### src/rtl/core/kaf_pkg.sv
// kaf_pkg: shared constants, register indexes and state types for the
// kalman angle filter core. No dependencies.
package kaf_pkg;

    localparam int VALUE_WIDTH_DEF = 32;
    localparam int FRAC_BITS       = 24;
    localparam int NOISE_WIDTH     = 24;
    localparam int SAMPLE_WIDTH    = 32;
    localparam int DIGIT_WIDTH     = 16;
    localparam int IN_DATA_WIDTH   = 88;
    localparam int OUT_DATA_WIDTH  = 96;
    localparam int CFG_INDEX_WIDTH = 2;

    localparam logic [CFG_INDEX_WIDTH-1:0] REG_ANGLE_NOISE = 2'd0;
    localparam logic [CFG_INDEX_WIDTH-1:0] REG_BIAS_NOISE  = 2'd1;
    localparam logic [CFG_INDEX_WIDTH-1:0] REG_MEAS_NOISE  = 2'd2;

    localparam logic [NOISE_WIDTH-1:0] ANGLE_NOISE_RST = 24'd16777;
    localparam logic [NOISE_WIDTH-1:0] BIAS_NOISE_RST  = 24'd50332;
    localparam logic [NOISE_WIDTH-1:0] MEAS_NOISE_RST  = 24'd503316;

    typedef enum logic [1:0] {
        UNIT_IDLE,
        UNIT_RUN,
        UNIT_ROUND,
        UNIT_FINISH
    } kaf_unit_state_t;

    typedef enum logic [4:0] {
        ST_IDLE,
        ST_RATE,
        ST_DT_RATE,
        ST_DT_P11,
        ST_TEMP,
        ST_P00_PRED,
        ST_CROSS_01,
        ST_CROSS_10,
        ST_P11_PRED,
        ST_GAIN0,
        ST_GAIN1,
        ST_INNOV,
        ST_ANGLE,
        ST_BIAS,
        ST_UPD_P10,
        ST_UPD_P11,
        ST_UPD_P01,
        ST_UPD_P00,
        ST_OUT
    } kaf_seq_state_t;

endpackage

### src/rtl/core/kalman_angle_filter_core.sv
// kalman_angle_filter_core: sequencer, state and stream ports over kaf_mul and kaf_div (kaf_pkg).
// Processing time is spent mostly in the serial divider, which does no division when P00 + R is zero.
// The core takes no new input while one is in progress; s_tready is high only in idle,
// and a result still waiting on m_tready holds the sequencer in its last step.
// Reset: rst_n async active low clears filter state and loads the default noise registers.
module kalman_angle_filter_core
    import kaf_pkg::*;
#(
    parameter int VALUE_WIDTH = VALUE_WIDTH_DEF
) (
    input  logic                       clk,
    input  logic                       rst_n,
    input  logic                       s_tvalid,
    output logic                       s_tready,
    // measured_angle [31:0], measured_rate [63:32], time_step [87:64]
    input  logic [IN_DATA_WIDTH-1:0]   s_tdata,
    output logic                       m_tvalid,
    input  logic                       m_tready,
    // angle_estimate [31:0], corrected_rate [63:32], bias_estimate [95:64]
    output logic [OUT_DATA_WIDTH-1:0]  m_tdata,
    input  logic                       cfg_valid,
    output logic                       cfg_ready,
    input  logic [CFG_INDEX_WIDTH-1:0] cfg_index,
    input  logic [NOISE_WIDTH-1:0]     cfg_data
);

    localparam int W  = VALUE_WIDTH;
    localparam int MW = VALUE_WIDTH + 1;
    localparam int SW = ((VALUE_WIDTH > SAMPLE_WIDTH) ? VALUE_WIDTH : SAMPLE_WIDTH) + 3;

    localparam logic signed [SW-1:0] HI_W  = {{(SW - W + 1){1'b0}}, {(W - 1){1'b1}}};
    localparam logic signed [SW-1:0] LO_W  = {{(SW - W + 1){1'b1}}, {(W - 1){1'b0}}};
    localparam logic signed [SW-1:0] HI_32 = {{(SW - 31){1'b0}}, {31{1'b1}}};
    localparam logic signed [SW-1:0] LO_32 = {{(SW - 31){1'b1}}, {31{1'b0}}};

    function automatic logic signed [SW-1:0] sxw(input logic [W-1:0] v);
        return {{(SW - W){v[W-1]}}, v};
    endfunction

    function automatic logic signed [SW-1:0] sx32(input logic [SAMPLE_WIDTH-1:0] v);
        return {{(SW - SAMPLE_WIDTH){v[SAMPLE_WIDTH-1]}}, v};
    endfunction

    function automatic logic signed [SW-1:0] zx24(input logic [NOISE_WIDTH-1:0] v);
        return {{(SW - NOISE_WIDTH){1'b0}}, v};
    endfunction

    function automatic logic [W-1:0] sat_w(input logic signed [SW-1:0] v);
        logic [W-1:0] r;
        if (v > HI_W)
        begin
            r = HI_W[W-1:0];
        end
        else if (v < LO_W)
        begin
            r = LO_W[W-1:0];
        end
        else
        begin
            r = v[W-1:0];
        end
        return r;
    endfunction

    function automatic logic [SAMPLE_WIDTH-1:0] sat_out(input logic [W-1:0] v);
        logic signed [SW-1:0] x;
        logic [SAMPLE_WIDTH-1:0] r;
        x = sxw(v);
        if (x > HI_32)
        begin
            r = HI_32[SAMPLE_WIDTH-1:0];
        end
        else if (x < LO_32)
        begin
            r = LO_32[SAMPLE_WIDTH-1:0];
        end
        else
        begin
            r = x[SAMPLE_WIDTH-1:0];
        end
        return r;
    endfunction

    function automatic logic [MW-1:0] vx(input logic [W-1:0] v);
        return {v[W-1], v};
    endfunction

    function automatic logic [MW-1:0] ux(input logic [NOISE_WIDTH-1:0] v);
        return MW'(v);
    endfunction

    kaf_seq_state_t state_reg, state_next;

    logic [NOISE_WIDTH-1:0] noise_angle_reg, noise_bias_reg, noise_meas_reg;

    logic [W-1:0] ang_reg, ang_next;
    logic [W-1:0] bias_reg, bias_next;
    logic [W-1:0] p00_reg, p00_next;
    logic [W-1:0] p01_reg, p01_next;
    logic [W-1:0] p10_reg, p10_next;
    logic [W-1:0] p11_reg, p11_next;
    logic         started_reg, started_next;
    logic         out_valid_reg, out_valid_next;

    logic [W-1:0] rate_reg, rate_next;
    logic [W-1:0] tmp_reg, tmp_next;
    logic [W-1:0] mdb_reg, mdb_next;
    logic [W-1:0] k0_reg, k0_next;
    logic [W-1:0] k1_reg, k1_next;
    logic [W-1:0] y_reg, y_next;
    logic [SAMPLE_WIDTH-1:0] in_angle_reg, in_angle_next;
    logic [SAMPLE_WIDTH-1:0] in_rate_reg, in_rate_next;
    logic [NOISE_WIDTH-1:0]  dt_reg, dt_next;
    logic [SAMPLE_WIDTH-1:0] out_angle_reg, out_angle_next;
    logic [SAMPLE_WIDTH-1:0] out_rate_reg, out_rate_next;
    logic [SAMPLE_WIDTH-1:0] out_bias_reg, out_bias_next;

    logic          mul_start, mul_done;
    logic [MW-1:0] mul_a, mul_b;
    logic [W-1:0]  mul_result;
    logic          div_start, div_done;
    logic [W-1:0]  div_num;
    logic [W+1:0]  div_den;
    logic [W-1:0]  div_result;
    logic          out_free;

    kaf_mul #(
        .VALUE_WIDTH (VALUE_WIDTH)
    ) u_mul (
        .clk    (clk),
        .rst_n  (rst_n),
        .start  (mul_start),
        .a      (mul_a),
        .b      (mul_b),
        .result (mul_result),
        .done   (mul_done)
    );

    kaf_div #(
        .VALUE_WIDTH (VALUE_WIDTH)
    ) u_div (
        .clk    (clk),
        .rst_n  (rst_n),
        .start  (div_start),
        .num    (div_num),
        .den    (div_den),
        .result (div_result),
        .done   (div_done)
    );

    assign out_free  = !out_valid_reg || m_tready;
    // innovation variance, kept exact
    assign div_den   = {{2{p00_reg[W-1]}}, p00_reg} + (W + 2)'(noise_meas_reg);
    assign s_tready  = (state_reg == ST_IDLE);
    assign cfg_ready = 1'b1;
    assign m_tvalid  = out_valid_reg;
    assign m_tdata   = {out_bias_reg, out_rate_reg, out_angle_reg};

    // next state
    always_comb
    begin
        state_next = state_reg;
        case (state_reg)
            ST_IDLE:     if (s_tvalid) state_next = ST_RATE;
            ST_RATE:     state_next = ST_DT_RATE;
            ST_DT_RATE:  if (mul_done) state_next = ST_DT_P11;
            ST_DT_P11:   if (mul_done) state_next = ST_TEMP;
            ST_TEMP:     state_next = ST_P00_PRED;
            ST_P00_PRED: if (mul_done) state_next = ST_CROSS_01;
            ST_CROSS_01: state_next = ST_CROSS_10;
            ST_CROSS_10: state_next = ST_P11_PRED;
            ST_P11_PRED: if (mul_done) state_next = ST_GAIN0;
            ST_GAIN0:    if (div_done) state_next = ST_GAIN1;
            ST_GAIN1:    if (div_done) state_next = ST_INNOV;
            ST_INNOV:    state_next = ST_ANGLE;
            ST_ANGLE:    if (mul_done) state_next = ST_BIAS;
            ST_BIAS:     if (mul_done) state_next = ST_UPD_P10;
            ST_UPD_P10:  if (mul_done) state_next = ST_UPD_P11;
            ST_UPD_P11:  if (mul_done) state_next = ST_UPD_P01;
            ST_UPD_P01:  if (mul_done) state_next = ST_UPD_P00;
            ST_UPD_P00:  if (mul_done) state_next = ST_OUT;
            ST_OUT:      if (out_free) state_next = ST_IDLE;
            default:     state_next = ST_IDLE;
        endcase
    end

    // unit control and register updates
    always_comb
    begin
        mul_start      = 1'b0;
        mul_a          = '0;
        mul_b          = '0;
        div_start      = 1'b0;
        div_num        = p00_reg;
        ang_next       = ang_reg;
        bias_next      = bias_reg;
        p00_next       = p00_reg;
        p01_next       = p01_reg;
        p10_next       = p10_reg;
        p11_next       = p11_reg;
        rate_next      = rate_reg;
        tmp_next       = tmp_reg;
        mdb_next       = mdb_reg;
        k0_next        = k0_reg;
        k1_next        = k1_reg;
        y_next         = y_reg;
        in_angle_next  = in_angle_reg;
        in_rate_next   = in_rate_reg;
        dt_next        = dt_reg;
        out_angle_next = out_angle_reg;
        out_rate_next  = out_rate_reg;
        out_bias_next  = out_bias_reg;
        out_valid_next = out_valid_reg && !m_tready;
        case (state_reg)
            ST_IDLE:
            begin
                if (s_tvalid)
                begin
                    in_angle_next = s_tdata[31:0];
                    in_rate_next  = s_tdata[63:32];
                    dt_next       = s_tdata[87:64];
                end
            end
            ST_RATE:
            begin
                rate_next = sat_w(sx32(in_rate_reg) - sxw(bias_reg));
            end
            ST_DT_RATE:
            begin
                mul_a     = ux(dt_reg);
                mul_b     = vx(rate_reg);
                mul_start = !started_reg;
                if (mul_done) ang_next = sat_w(sxw(ang_reg) + sxw(mul_result));
            end
            ST_DT_P11:
            begin
                // dt * p11 is used three times in the prediction
                mul_a     = ux(dt_reg);
                mul_b     = vx(p11_reg);
                mul_start = !started_reg;
                if (mul_done) mdb_next = mul_result;
            end
            ST_TEMP:
            begin
                tmp_next = sat_w(sxw(mdb_reg) - sxw(p01_reg) - sxw(p10_reg)
                                 + zx24(noise_angle_reg));
            end
            ST_P00_PRED:
            begin
                mul_a     = ux(dt_reg);
                mul_b     = vx(tmp_reg);
                mul_start = !started_reg;
                if (mul_done) p00_next = sat_w(sxw(p00_reg) + sxw(mul_result));
            end
            ST_CROSS_01:
            begin
                p01_next = sat_w(sxw(p01_reg) - sxw(mdb_reg));
            end
            ST_CROSS_10:
            begin
                p10_next = sat_w(sxw(p10_reg) - sxw(mdb_reg));
            end
            ST_P11_PRED:
            begin
                mul_a     = ux(noise_bias_reg);
                mul_b     = ux(dt_reg);
                mul_start = !started_reg;
                if (mul_done) p11_next = sat_w(sxw(p11_reg) + sxw(mul_result));
            end
            ST_GAIN0:
            begin
                div_num   = p00_reg;
                div_start = !started_reg;
                if (div_done) k0_next = div_result;
            end
            ST_GAIN1:
            begin
                div_num   = p10_reg;
                div_start = !started_reg;
                if (div_done) k1_next = div_result;
            end
            ST_INNOV:
            begin
                y_next = sat_w(sx32(in_angle_reg) - sxw(ang_reg));
            end
            ST_ANGLE:
            begin
                mul_a     = vx(k0_reg);
                mul_b     = vx(y_reg);
                mul_start = !started_reg;
                if (mul_done) ang_next = sat_w(sxw(ang_reg) + sxw(mul_result));
            end
            ST_BIAS:
            begin
                mul_a     = vx(k1_reg);
                mul_b     = vx(y_reg);
                mul_start = !started_reg;
                if (mul_done) bias_next = sat_w(sxw(bias_reg) + sxw(mul_result));
            end
            // p10 and p11 first, while p00 and p01 still hold the predicted values
            ST_UPD_P10:
            begin
                mul_a     = vx(k1_reg);
                mul_b     = vx(p00_reg);
                mul_start = !started_reg;
                if (mul_done) p10_next = sat_w(sxw(p10_reg) - sxw(mul_result));
            end
            ST_UPD_P11:
            begin
                mul_a     = vx(k1_reg);
                mul_b     = vx(p01_reg);
                mul_start = !started_reg;
                if (mul_done) p11_next = sat_w(sxw(p11_reg) - sxw(mul_result));
            end
            ST_UPD_P01:
            begin
                mul_a     = vx(k0_reg);
                mul_b     = vx(p01_reg);
                mul_start = !started_reg;
                if (mul_done) p01_next = sat_w(sxw(p01_reg) - sxw(mul_result));
            end
            ST_UPD_P00:
            begin
                mul_a     = vx(k0_reg);
                mul_b     = vx(p00_reg);
                mul_start = !started_reg;
                if (mul_done) p00_next = sat_w(sxw(p00_reg) - sxw(mul_result));
            end
            ST_OUT:
            begin
                if (out_free)
                begin
                    out_angle_next = sat_out(ang_reg);
                    out_rate_next  = sat_out(rate_reg);
                    out_bias_next  = sat_out(bias_reg);
                    out_valid_next = 1'b1;
                end
            end
            default:
            begin
                mul_start = 1'b0;
            end
        endcase

        if (mul_start || div_start)
        begin
            started_next = 1'b1;
        end
        else if (mul_done || div_done)
        begin
            started_next = 1'b0;
        end
        else
        begin
            started_next = started_reg;
        end
    end

    always_ff @(posedge clk or negedge rst_n)
    begin
        if (!rst_n)
        begin
            state_reg     <= ST_IDLE;
            started_reg   <= 1'b0;
            out_valid_reg <= 1'b0;
            ang_reg       <= '0;
            bias_reg      <= '0;
            p00_reg       <= '0;
            p01_reg       <= '0;
            p10_reg       <= '0;
            p11_reg       <= '0;
        end
        else
        begin
            state_reg     <= state_next;
            started_reg   <= started_next;
            out_valid_reg <= out_valid_next;
            ang_reg       <= ang_next;
            bias_reg      <= bias_next;
            p00_reg       <= p00_next;
            p01_reg       <= p01_next;
            p10_reg       <= p10_next;
            p11_reg       <= p11_next;
        end
    end

    // configuration transaction, unknown indexes are dropped
    always_ff @(posedge clk or negedge rst_n)
    begin
        if (!rst_n)
        begin
            noise_angle_reg <= ANGLE_NOISE_RST;
            noise_bias_reg  <= BIAS_NOISE_RST;
            noise_meas_reg  <= MEAS_NOISE_RST;
        end
        else if (cfg_valid)
        begin
            case (cfg_index)
                REG_ANGLE_NOISE: noise_angle_reg <= cfg_data;
                REG_BIAS_NOISE:  noise_bias_reg  <= cfg_data;
                REG_MEAS_NOISE:  noise_meas_reg  <= cfg_data;
                default:         noise_meas_reg  <= noise_meas_reg;
            endcase
        end
    end

    always_ff @(posedge clk)
    begin
        rate_reg      <= rate_next;
        tmp_reg       <= tmp_next;
        mdb_reg       <= mdb_next;
        k0_reg        <= k0_next;
        k1_reg        <= k1_next;
        y_reg         <= y_next;
        in_angle_reg  <= in_angle_next;
        in_rate_reg   <= in_rate_next;
        dt_reg        <= dt_next;
        out_angle_reg <= out_angle_next;
        out_rate_reg  <= out_rate_next;
        out_bias_reg  <= out_bias_next;
    end

endmodule

### src/rtl/core/kaf_mul.sv
// kaf_mul: shared fixed-point multiplier, one 16-bit digit of b per cycle,
// then round half away from zero at FRAC_BITS and saturate. Uses kaf_pkg.
module kaf_mul
    import kaf_pkg::*;
#(
    parameter int VALUE_WIDTH = VALUE_WIDTH_DEF
) (
    input  logic                   clk,
    input  logic                   rst_n,
    input  logic                   start,
    input  logic [VALUE_WIDTH:0]   a,
    input  logic [VALUE_WIDTH:0]   b,
    output logic [VALUE_WIDTH-1:0] result,
    output logic                   done
);

    localparam int MW = VALUE_WIDTH + 1;
    localparam int ND = (MW + DIGIT_WIDTH - 1) / DIGIT_WIDTH;
    localparam int BW = ND * DIGIT_WIDTH;
    localparam int AW = MW + BW;
    localparam int RW = AW - FRAC_BITS;
    localparam int CW = $clog2(ND);

    localparam logic [AW-1:0] HALF = AW'(1'b1) << (FRAC_BITS - 1);
    localparam logic [RW-1:0] LIM_POS =
        {{(RW - VALUE_WIDTH + 1){1'b0}}, {(VALUE_WIDTH - 1){1'b1}}};
    localparam logic [RW-1:0] LIM_NEG =
        {{(RW - VALUE_WIDTH){1'b0}}, 1'b1, {(VALUE_WIDTH - 1){1'b0}}};

    kaf_unit_state_t state_reg, state_next;
    logic [CW-1:0]          cnt_reg, cnt_next;
    logic                   neg_reg, neg_next;
    logic [MW-1:0]          amag_reg, amag_next;
    logic [BW-1:0]          bsh_reg, bsh_next;
    logic [AW-1:0]          acc_reg, acc_next;
    logic [RW-1:0]          rnd_reg, rnd_next;
    logic [VALUE_WIDTH-1:0] result_reg, result_next;
    logic                   done_reg, done_next;

    logic [MW-1:0]          amag_in;
    logic [MW-1:0]          bmag_in;
    logic [DIGIT_WIDTH-1:0] digit;
    logic [MW+DIGIT_WIDTH-1:0] partial;
    logic [AW-1:0]          rsum;
    logic [RW-1:0]          mag;

    assign amag_in = a[MW-1] ? (~a + 1'b1) : a;
    assign bmag_in = b[MW-1] ? (~b + 1'b1) : b;
    assign digit   = bsh_reg[BW-1 -: DIGIT_WIDTH];
    assign partial = amag_reg * digit;
    assign rsum    = acc_reg + HALF;

    // next state
    always_comb
    begin
        state_next = state_reg;
        case (state_reg)
            UNIT_IDLE:
            begin
                if (start)
                begin
                    state_next = UNIT_RUN;
                end
            end
            UNIT_RUN:
            begin
                if (cnt_reg == '0)
                begin
                    state_next = UNIT_ROUND;
                end
            end
            UNIT_ROUND:  state_next = UNIT_FINISH;
            UNIT_FINISH: state_next = UNIT_IDLE;
            default:     state_next = UNIT_IDLE;
        endcase
    end

    // datapath
    always_comb
    begin
        cnt_next    = cnt_reg;
        neg_next    = neg_reg;
        amag_next   = amag_reg;
        bsh_next    = bsh_reg;
        acc_next    = acc_reg;
        rnd_next    = rnd_reg;
        result_next = result_reg;
        done_next   = 1'b0;
        mag         = '0;
        case (state_reg)
            UNIT_IDLE:
            begin
                if (start)
                begin
                    cnt_next  = CW'(ND - 1);
                    neg_next  = a[MW-1] ^ b[MW-1];
                    amag_next = amag_in;
                    bsh_next  = BW'(bmag_in);
                    acc_next  = '0;
                end
            end
            UNIT_RUN:
            begin
                // msb digit first, so the running sum shifts up one digit
                acc_next = (acc_reg << DIGIT_WIDTH) + AW'(partial);
                bsh_next = bsh_reg << DIGIT_WIDTH;
                cnt_next = cnt_reg - 1'b1;
            end
            UNIT_ROUND:
            begin
                rnd_next = rsum[AW-1:FRAC_BITS];
            end
            UNIT_FINISH:
            begin
                if (neg_reg)
                begin
                    mag         = (rnd_reg > LIM_NEG) ? LIM_NEG : rnd_reg;
                    result_next = ~mag[VALUE_WIDTH-1:0] + 1'b1;
                end
                else
                begin
                    mag         = (rnd_reg > LIM_POS) ? LIM_POS : rnd_reg;
                    result_next = mag[VALUE_WIDTH-1:0];
                end
                done_next = 1'b1;
            end
            default:
            begin
                done_next = 1'b0;
            end
        endcase
    end

    always_ff @(posedge clk or negedge rst_n)
    begin
        if (!rst_n)
        begin
            state_reg <= UNIT_IDLE;
            done_reg  <= 1'b0;
        end
        else
        begin
            state_reg <= state_next;
            done_reg  <= done_next;
        end
    end

    always_ff @(posedge clk)
    begin
        cnt_reg    <= cnt_next;
        neg_reg    <= neg_next;
        amag_reg   <= amag_next;
        bsh_reg    <= bsh_next;
        acc_reg    <= acc_next;
        rnd_reg    <= rnd_next;
        result_reg <= result_next;
    end

    assign result = result_reg;
    assign done   = done_reg;

endmodule

### src/rtl/core/kaf_div.sv
// kaf_div: shared restoring divider, one quotient bit per cycle, giving
// (num * 2^FRAC_BITS) / den truncated and saturated. Uses kaf_pkg.
module kaf_div
    import kaf_pkg::*;
#(
    parameter int VALUE_WIDTH = VALUE_WIDTH_DEF
) (
    input  logic                   clk,
    input  logic                   rst_n,
    input  logic                   start,
    input  logic [VALUE_WIDTH-1:0] num,
    input  logic [VALUE_WIDTH+1:0] den,
    output logic [VALUE_WIDTH-1:0] result,
    output logic                   done
);

    localparam int DW = VALUE_WIDTH + 2;
    localparam int QW = VALUE_WIDTH + FRAC_BITS;
    localparam int CW = $clog2(QW);

    localparam logic [QW-1:0] LIM =
        {{(QW - VALUE_WIDTH + 1){1'b0}}, {(VALUE_WIDTH - 1){1'b1}}};

    kaf_unit_state_t state_reg, state_next;
    logic [CW-1:0]          cnt_reg, cnt_next;
    logic                   neg_reg, neg_next;
    logic [DW-1:0]          den_reg, den_next;
    logic [DW-1:0]          rem_reg, rem_next;
    logic [QW-1:0]          quo_reg, quo_next;
    logic [VALUE_WIDTH-1:0] result_reg, result_next;
    logic                   done_reg, done_next;

    logic [VALUE_WIDTH-1:0] nmag;
    logic [DW-1:0]          dmag;
    logic [DW:0]            trial;
    logic [DW:0]            diff;
    logic                   ge;
    logic [QW-1:0]          mag;

    assign nmag  = num[VALUE_WIDTH-1] ? (~num + 1'b1) : num;
    assign dmag  = den[DW-1] ? (~den + 1'b1) : den;
    assign trial = {rem_reg, quo_reg[QW-1]};
    assign diff  = trial - {1'b0, den_reg};
    assign ge    = (trial >= {1'b0, den_reg});
    assign mag   = (quo_reg > LIM) ? LIM : quo_reg;

    // next state
    always_comb
    begin
        state_next = state_reg;
        case (state_reg)
            UNIT_IDLE:
            begin
                if (start)
                begin
                    state_next = (dmag == '0) ? UNIT_FINISH : UNIT_RUN;
                end
            end
            UNIT_RUN:
            begin
                if (cnt_reg == '0)
                begin
                    state_next = UNIT_FINISH;
                end
            end
            UNIT_FINISH: state_next = UNIT_IDLE;
            default:     state_next = UNIT_IDLE;
        endcase
    end

    // datapath
    always_comb
    begin
        cnt_next    = cnt_reg;
        neg_next    = neg_reg;
        den_next    = den_reg;
        rem_next    = rem_reg;
        quo_next    = quo_reg;
        result_next = result_reg;
        done_next   = 1'b0;
        case (state_reg)
            UNIT_IDLE:
            begin
                if (start)
                begin
                    cnt_next = CW'(QW - 1);
                    den_next = dmag;
                    rem_next = '0;
                    if (dmag == '0)
                    begin
                        // zero innovation variance gives zero gain
                        neg_next = 1'b0;
                        quo_next = '0;
                    end
                    else
                    begin
                        neg_next = num[VALUE_WIDTH-1] ^ den[DW-1];
                        quo_next = {nmag, {FRAC_BITS{1'b0}}};
                    end
                end
            end
            UNIT_RUN:
            begin
                rem_next = ge ? diff[DW-1:0] : trial[DW-1:0];
                quo_next = {quo_reg[QW-2:0], ge};
                cnt_next = cnt_reg - 1'b1;
            end
            UNIT_FINISH:
            begin
                result_next = neg_reg ? (~mag[VALUE_WIDTH-1:0] + 1'b1)
                                      : mag[VALUE_WIDTH-1:0];
                done_next   = 1'b1;
            end
            default:
            begin
                done_next = 1'b0;
            end
        endcase
    end

    always_ff @(posedge clk or negedge rst_n)
    begin
        if (!rst_n)
        begin
            state_reg <= UNIT_IDLE;
            done_reg  <= 1'b0;
        end
        else
        begin
            state_reg <= state_next;
            done_reg  <= done_next;
        end
    end

    always_ff @(posedge clk)
    begin
        cnt_reg    <= cnt_next;
        neg_reg    <= neg_next;
        den_reg    <= den_next;
        rem_reg    <= rem_next;
        quo_reg    <= quo_next;
        result_reg <= result_next;
    end

    assign result = result_reg;
    assign done   = done_reg;

endmodule
### config.mk
export PLATFORM = sky130hd
export DESIGN_NAME = kalman_angle_filter_core
export DESIGN_NICKNAME = d
export VERILOG_FILES = /design/src/rtl/core/kaf_pkg.sv /design/src/rtl/core/kalman_angle_filter_core.sv /design/src/rtl/core/kaf_mul.sv /design/src/rtl/core/kaf_div.sv
export SDC_FILE = /design/constraint.sdc
export NUM_CORES = 2
export LEC_CHECK = 0
export ABC_AREA = 0
export BUFFER_PORTS_ARGS = -buffer_cell sky130_fd_sc_hd__buf_2
export CORE_MARGIN = 4
export CORE_UTILIZATION = 30
export CTS_CLUSTER_SIZE = 10
export DETAILED_ROUTE_END_ITERATION = 12
export GPL_TIMING_DRIVEN = 0
export MAX_ROUTING_LAYER = met4
export PLACE_DENSITY = 0.43
export SLEW_MARGIN = 0
export SYNTH_ARGS = -nofsm -noshare
export SYNTH_HDL_FRONTEND = slang
export SYNTH_SLANG_ARGS = --single-unit
### constraint.sdc
create_clock -name clk -period 6.9 [get_ports clk]
set_clock_uncertainty 0.2 [all_clocks]
set_input_delay 1.725 -clock clk [delete_from_list [all_inputs] [get_ports clk]]
set_output_delay 1.725 -clock clk [all_outputs]
set_load 0.05 [all_outputs]
==> results_dict.tcl <==
set metrics [dict create \
    status "finished, violations left" \
    violations "capacitance limit, setup timing" \
    placed_area_mm2 0.0989 \
    clockBufferDepth 4 \
    ys_types 97 \
    largest_reg_flops 81 \
    register_area_mm2 0.0308 \
    grt_max_degree 102 \
    dieArea_mm2 0.316 \
    mappedNetlistArea_mm2 0.0920 \
    synth-seq-area-share 0.334 \
    finalHoldViolCount 0 \
    initialDrtViolationCount 7761 \
    rows 203 \
    synthArstFlopShare 0.259 \
    multi_input_area_mm2 0.0568 \
    rsz0062_at_grt "yes" \
    ant_nets 0 \
    synth_warnings 0 \
    synth_flop_cell "edfxtp_1" \
    dp_hpwl_um 321000 \
    area_growth_pct 16.3 \
    critical_path.max_stage_delay_ps 580 \
    avgSynthCellArea_um2 9.33 \
    path_clk_slew_ps 60 \
    synth_top_cell_by_area "edfxtp_1" \
    synthTopCellsByArea "edfxtp_1 (26%), fa_1 (12%), ha_1 (8.7%), dfrtp_1 (6.9%), inv_1 (4.2%)" \
    core_mm2 0.306 \
    io_pins 218 \
    synth_top_area_share 0.259 \
    cp_max_fo 8 \
    finalSetupViolations 44 \
    crit_path_start_kind "flip-flop" \
    place_congestion 0.987 \
    final_nets 11748 \
    critical_path_required_ps 7380 \
    io_buffer_count 216 \
    critPathArrivalTime_ps 7940 \
    drive_gt1_frac 0.107 \
    htree_levels 4 \
    fmax_mhz 134 \
    drt-total-wl_um 407000 \
    crit_path_frequent_cell "fa_1" \
    worst_pin_slew_ps 1490 \
    netlist_instances 9870 \
    fin_crit_sh 1.08 \
    place_ws_ps -2700 \
    hold_class "reg -> reg" \
    drc_errors 0 \
    drv_slew 0 \
    antenna_found_initial 45 \
    finalInstanceArea_mm2 0.107 \
    ys_ff_latch 1070 \
    via_per_inst 5.40 \
    fin_crit_ps 7460 \
    crit_path_end_kind "flip-flop" \
    r2r-start "u_mul.bsh_reg[47]$_SDFFCE_PN0P_" \
    setup_ws_ps -558 \
    synth-edff-count 793 \
    initial_core_util 0.301 \
    drv_cap 2 \
    critical_path_class "reg -> reg" \
    insertion_delay_ps 850 \
    overflow 0 \
    crit_slowest_cell "fa_1" \
    cts.sinks 1070 \
    hp-start "u_div.result[2]$_DFFE_PP_" \
    firstDrtPassIters 8 \
    tritoncts "yes" \
    max_slew_margin 0.000630 \
    clock_tree.root_cell "clkbuf_16" \
    wire_per_inst_um 27.7 \
    nFillCells 31404 \
    die_x_um 562 \
    die_h_um 562 \
    cts_buffers 148 \
    grt_pass1_vias 77916 \
    vias 79260 \
    grt_pass1_wl_um 576000 \
    critPathLaunch "u_mul.bsh_reg[47]$_SDFFCE_PN0P_" \
    grt_use_total 0.258 \
]
## placed cells by master (no fill, tap or decap), drive strengths merged, types with 27 or more instances in the layout
cell type  instances
inv             1027
nand2            878
edfxtp           793
a21oi            754
nor2             707
clkbuf           664
ha               638
fa               535
buf              492
o21ai            463
xnor2            414
and2             319
a21o             271
dfrtp            255
xor2             231
nand3            145
nor3             132
o31ai            112
and3             105
a31oi             99
o21a              98
o22ai             95
nand2b            85
a211oi            81
nand4             80
nor2b             77
mux2              75
o21bai            75
or3               68
a222oi            67
a22o              45
nor4              45
a22oi             42
mux2i             40
or2               37
o211ai            36
a21boi            27
## metal layers
metal	share of wire	vias to the layer above	wire, um	global-route usage
met4	0.044	0	17900	0.0927
met1	0.44	39870	180000	0.346
met2	0.45	2981	182000	0.396
met3	0.066	610	26800	0.0376
li1	-	35799	-	-
met5	0	-	0	-
## path summary, 6_finish.rpt
check,end,slack (ps),cells past startpoint
min in group asynchronous,p10_reg[12]$_DFFE_PN0P_,610,1
min reg2reg,k1_reg[2]$_DFFE_PP_,250,0
min,k1_reg[2]$_DFFE_PP_,250,0
max in group asynchronous,u_mul.state_reg[0]$_DFFE_PN0P_,4520,3
max,u_mul.acc_reg[78]$_SDFFCE_PN0P_,-560,26
max reg2reg,u_mul.acc_reg[78]$_SDFFCE_PN0P_,-560,26
## kinds of logic after synthesis
family          count (synthesis)  share of synthesized area
compound gates               2542                      0.179
xor+xnor                      645                     0.0614
fa+ha+maj                    1186                      0.204
buf+inv                      1534                     0.0629
flops                        1070                      0.334
mux                           115                     0.0135
other cells                     2                  0.0000816
simple gates                 2776                      0.144
## layout make-up
type | instances | area share
timing repair buffer | 443 | 0.0328
inverter | 1024 | 0.0359
clock inverter | 40 | 0.00393
antenna | 26 | 0.000608
tap | 4100 | 0.0479
clock buffer | 212 | 0.0381
sequential | 1070 | 0.287
multi-input combinational | 7268 | 0.530
buffer | 501 | 0.0232
## through the flow
stage               instances  hold slack [ps]   TNS, ps   util
CTS                     14575              254    -19030  0.346
floorplan                9872              221     -8.94      -
finish                  14684              251    -14180  0.350
global route            14674              268    -24280  0.350
global placement        14188              234  -1516040  0.322
detailed placement      14214              241   -150180  0.324
## critical path: cells and delay by family, from the launching register on
family	cells	cell delay, ps
AOI/OAI and AO/OA	5	760
adders and majority gates	7	3460
buffers and inverters	7	900
DFF	1	540
and+or+nand+nor	7	1450
## synthesized netlist by cell type, drive strengths merged, types with 112 or more instances
cell,n
xnor2,414
nor2,707
fa,535
dfrtp,255
nor3,132
edfxtp,793
o21ai,463
a21oi,754
ha,638
a21o,271
clkbuf,478
nand2,878
o31ai,112
inv,1024
nand3,145
xor2,231
and2,319
## timing repair
action | 4_1_cts | 5_1_grt
gates resized for setup | 372 | 168
hold buffers | 0 | 0
endpoints found under the setup margin | 181 | 229
buffers inserted | 111 | 88
pin swaps | 121 | 106
gates cloned | 4 | 1
Power is not shown: default switching activity piles up to over one toggle a cycle in this logic, so the estimate is an artifact.
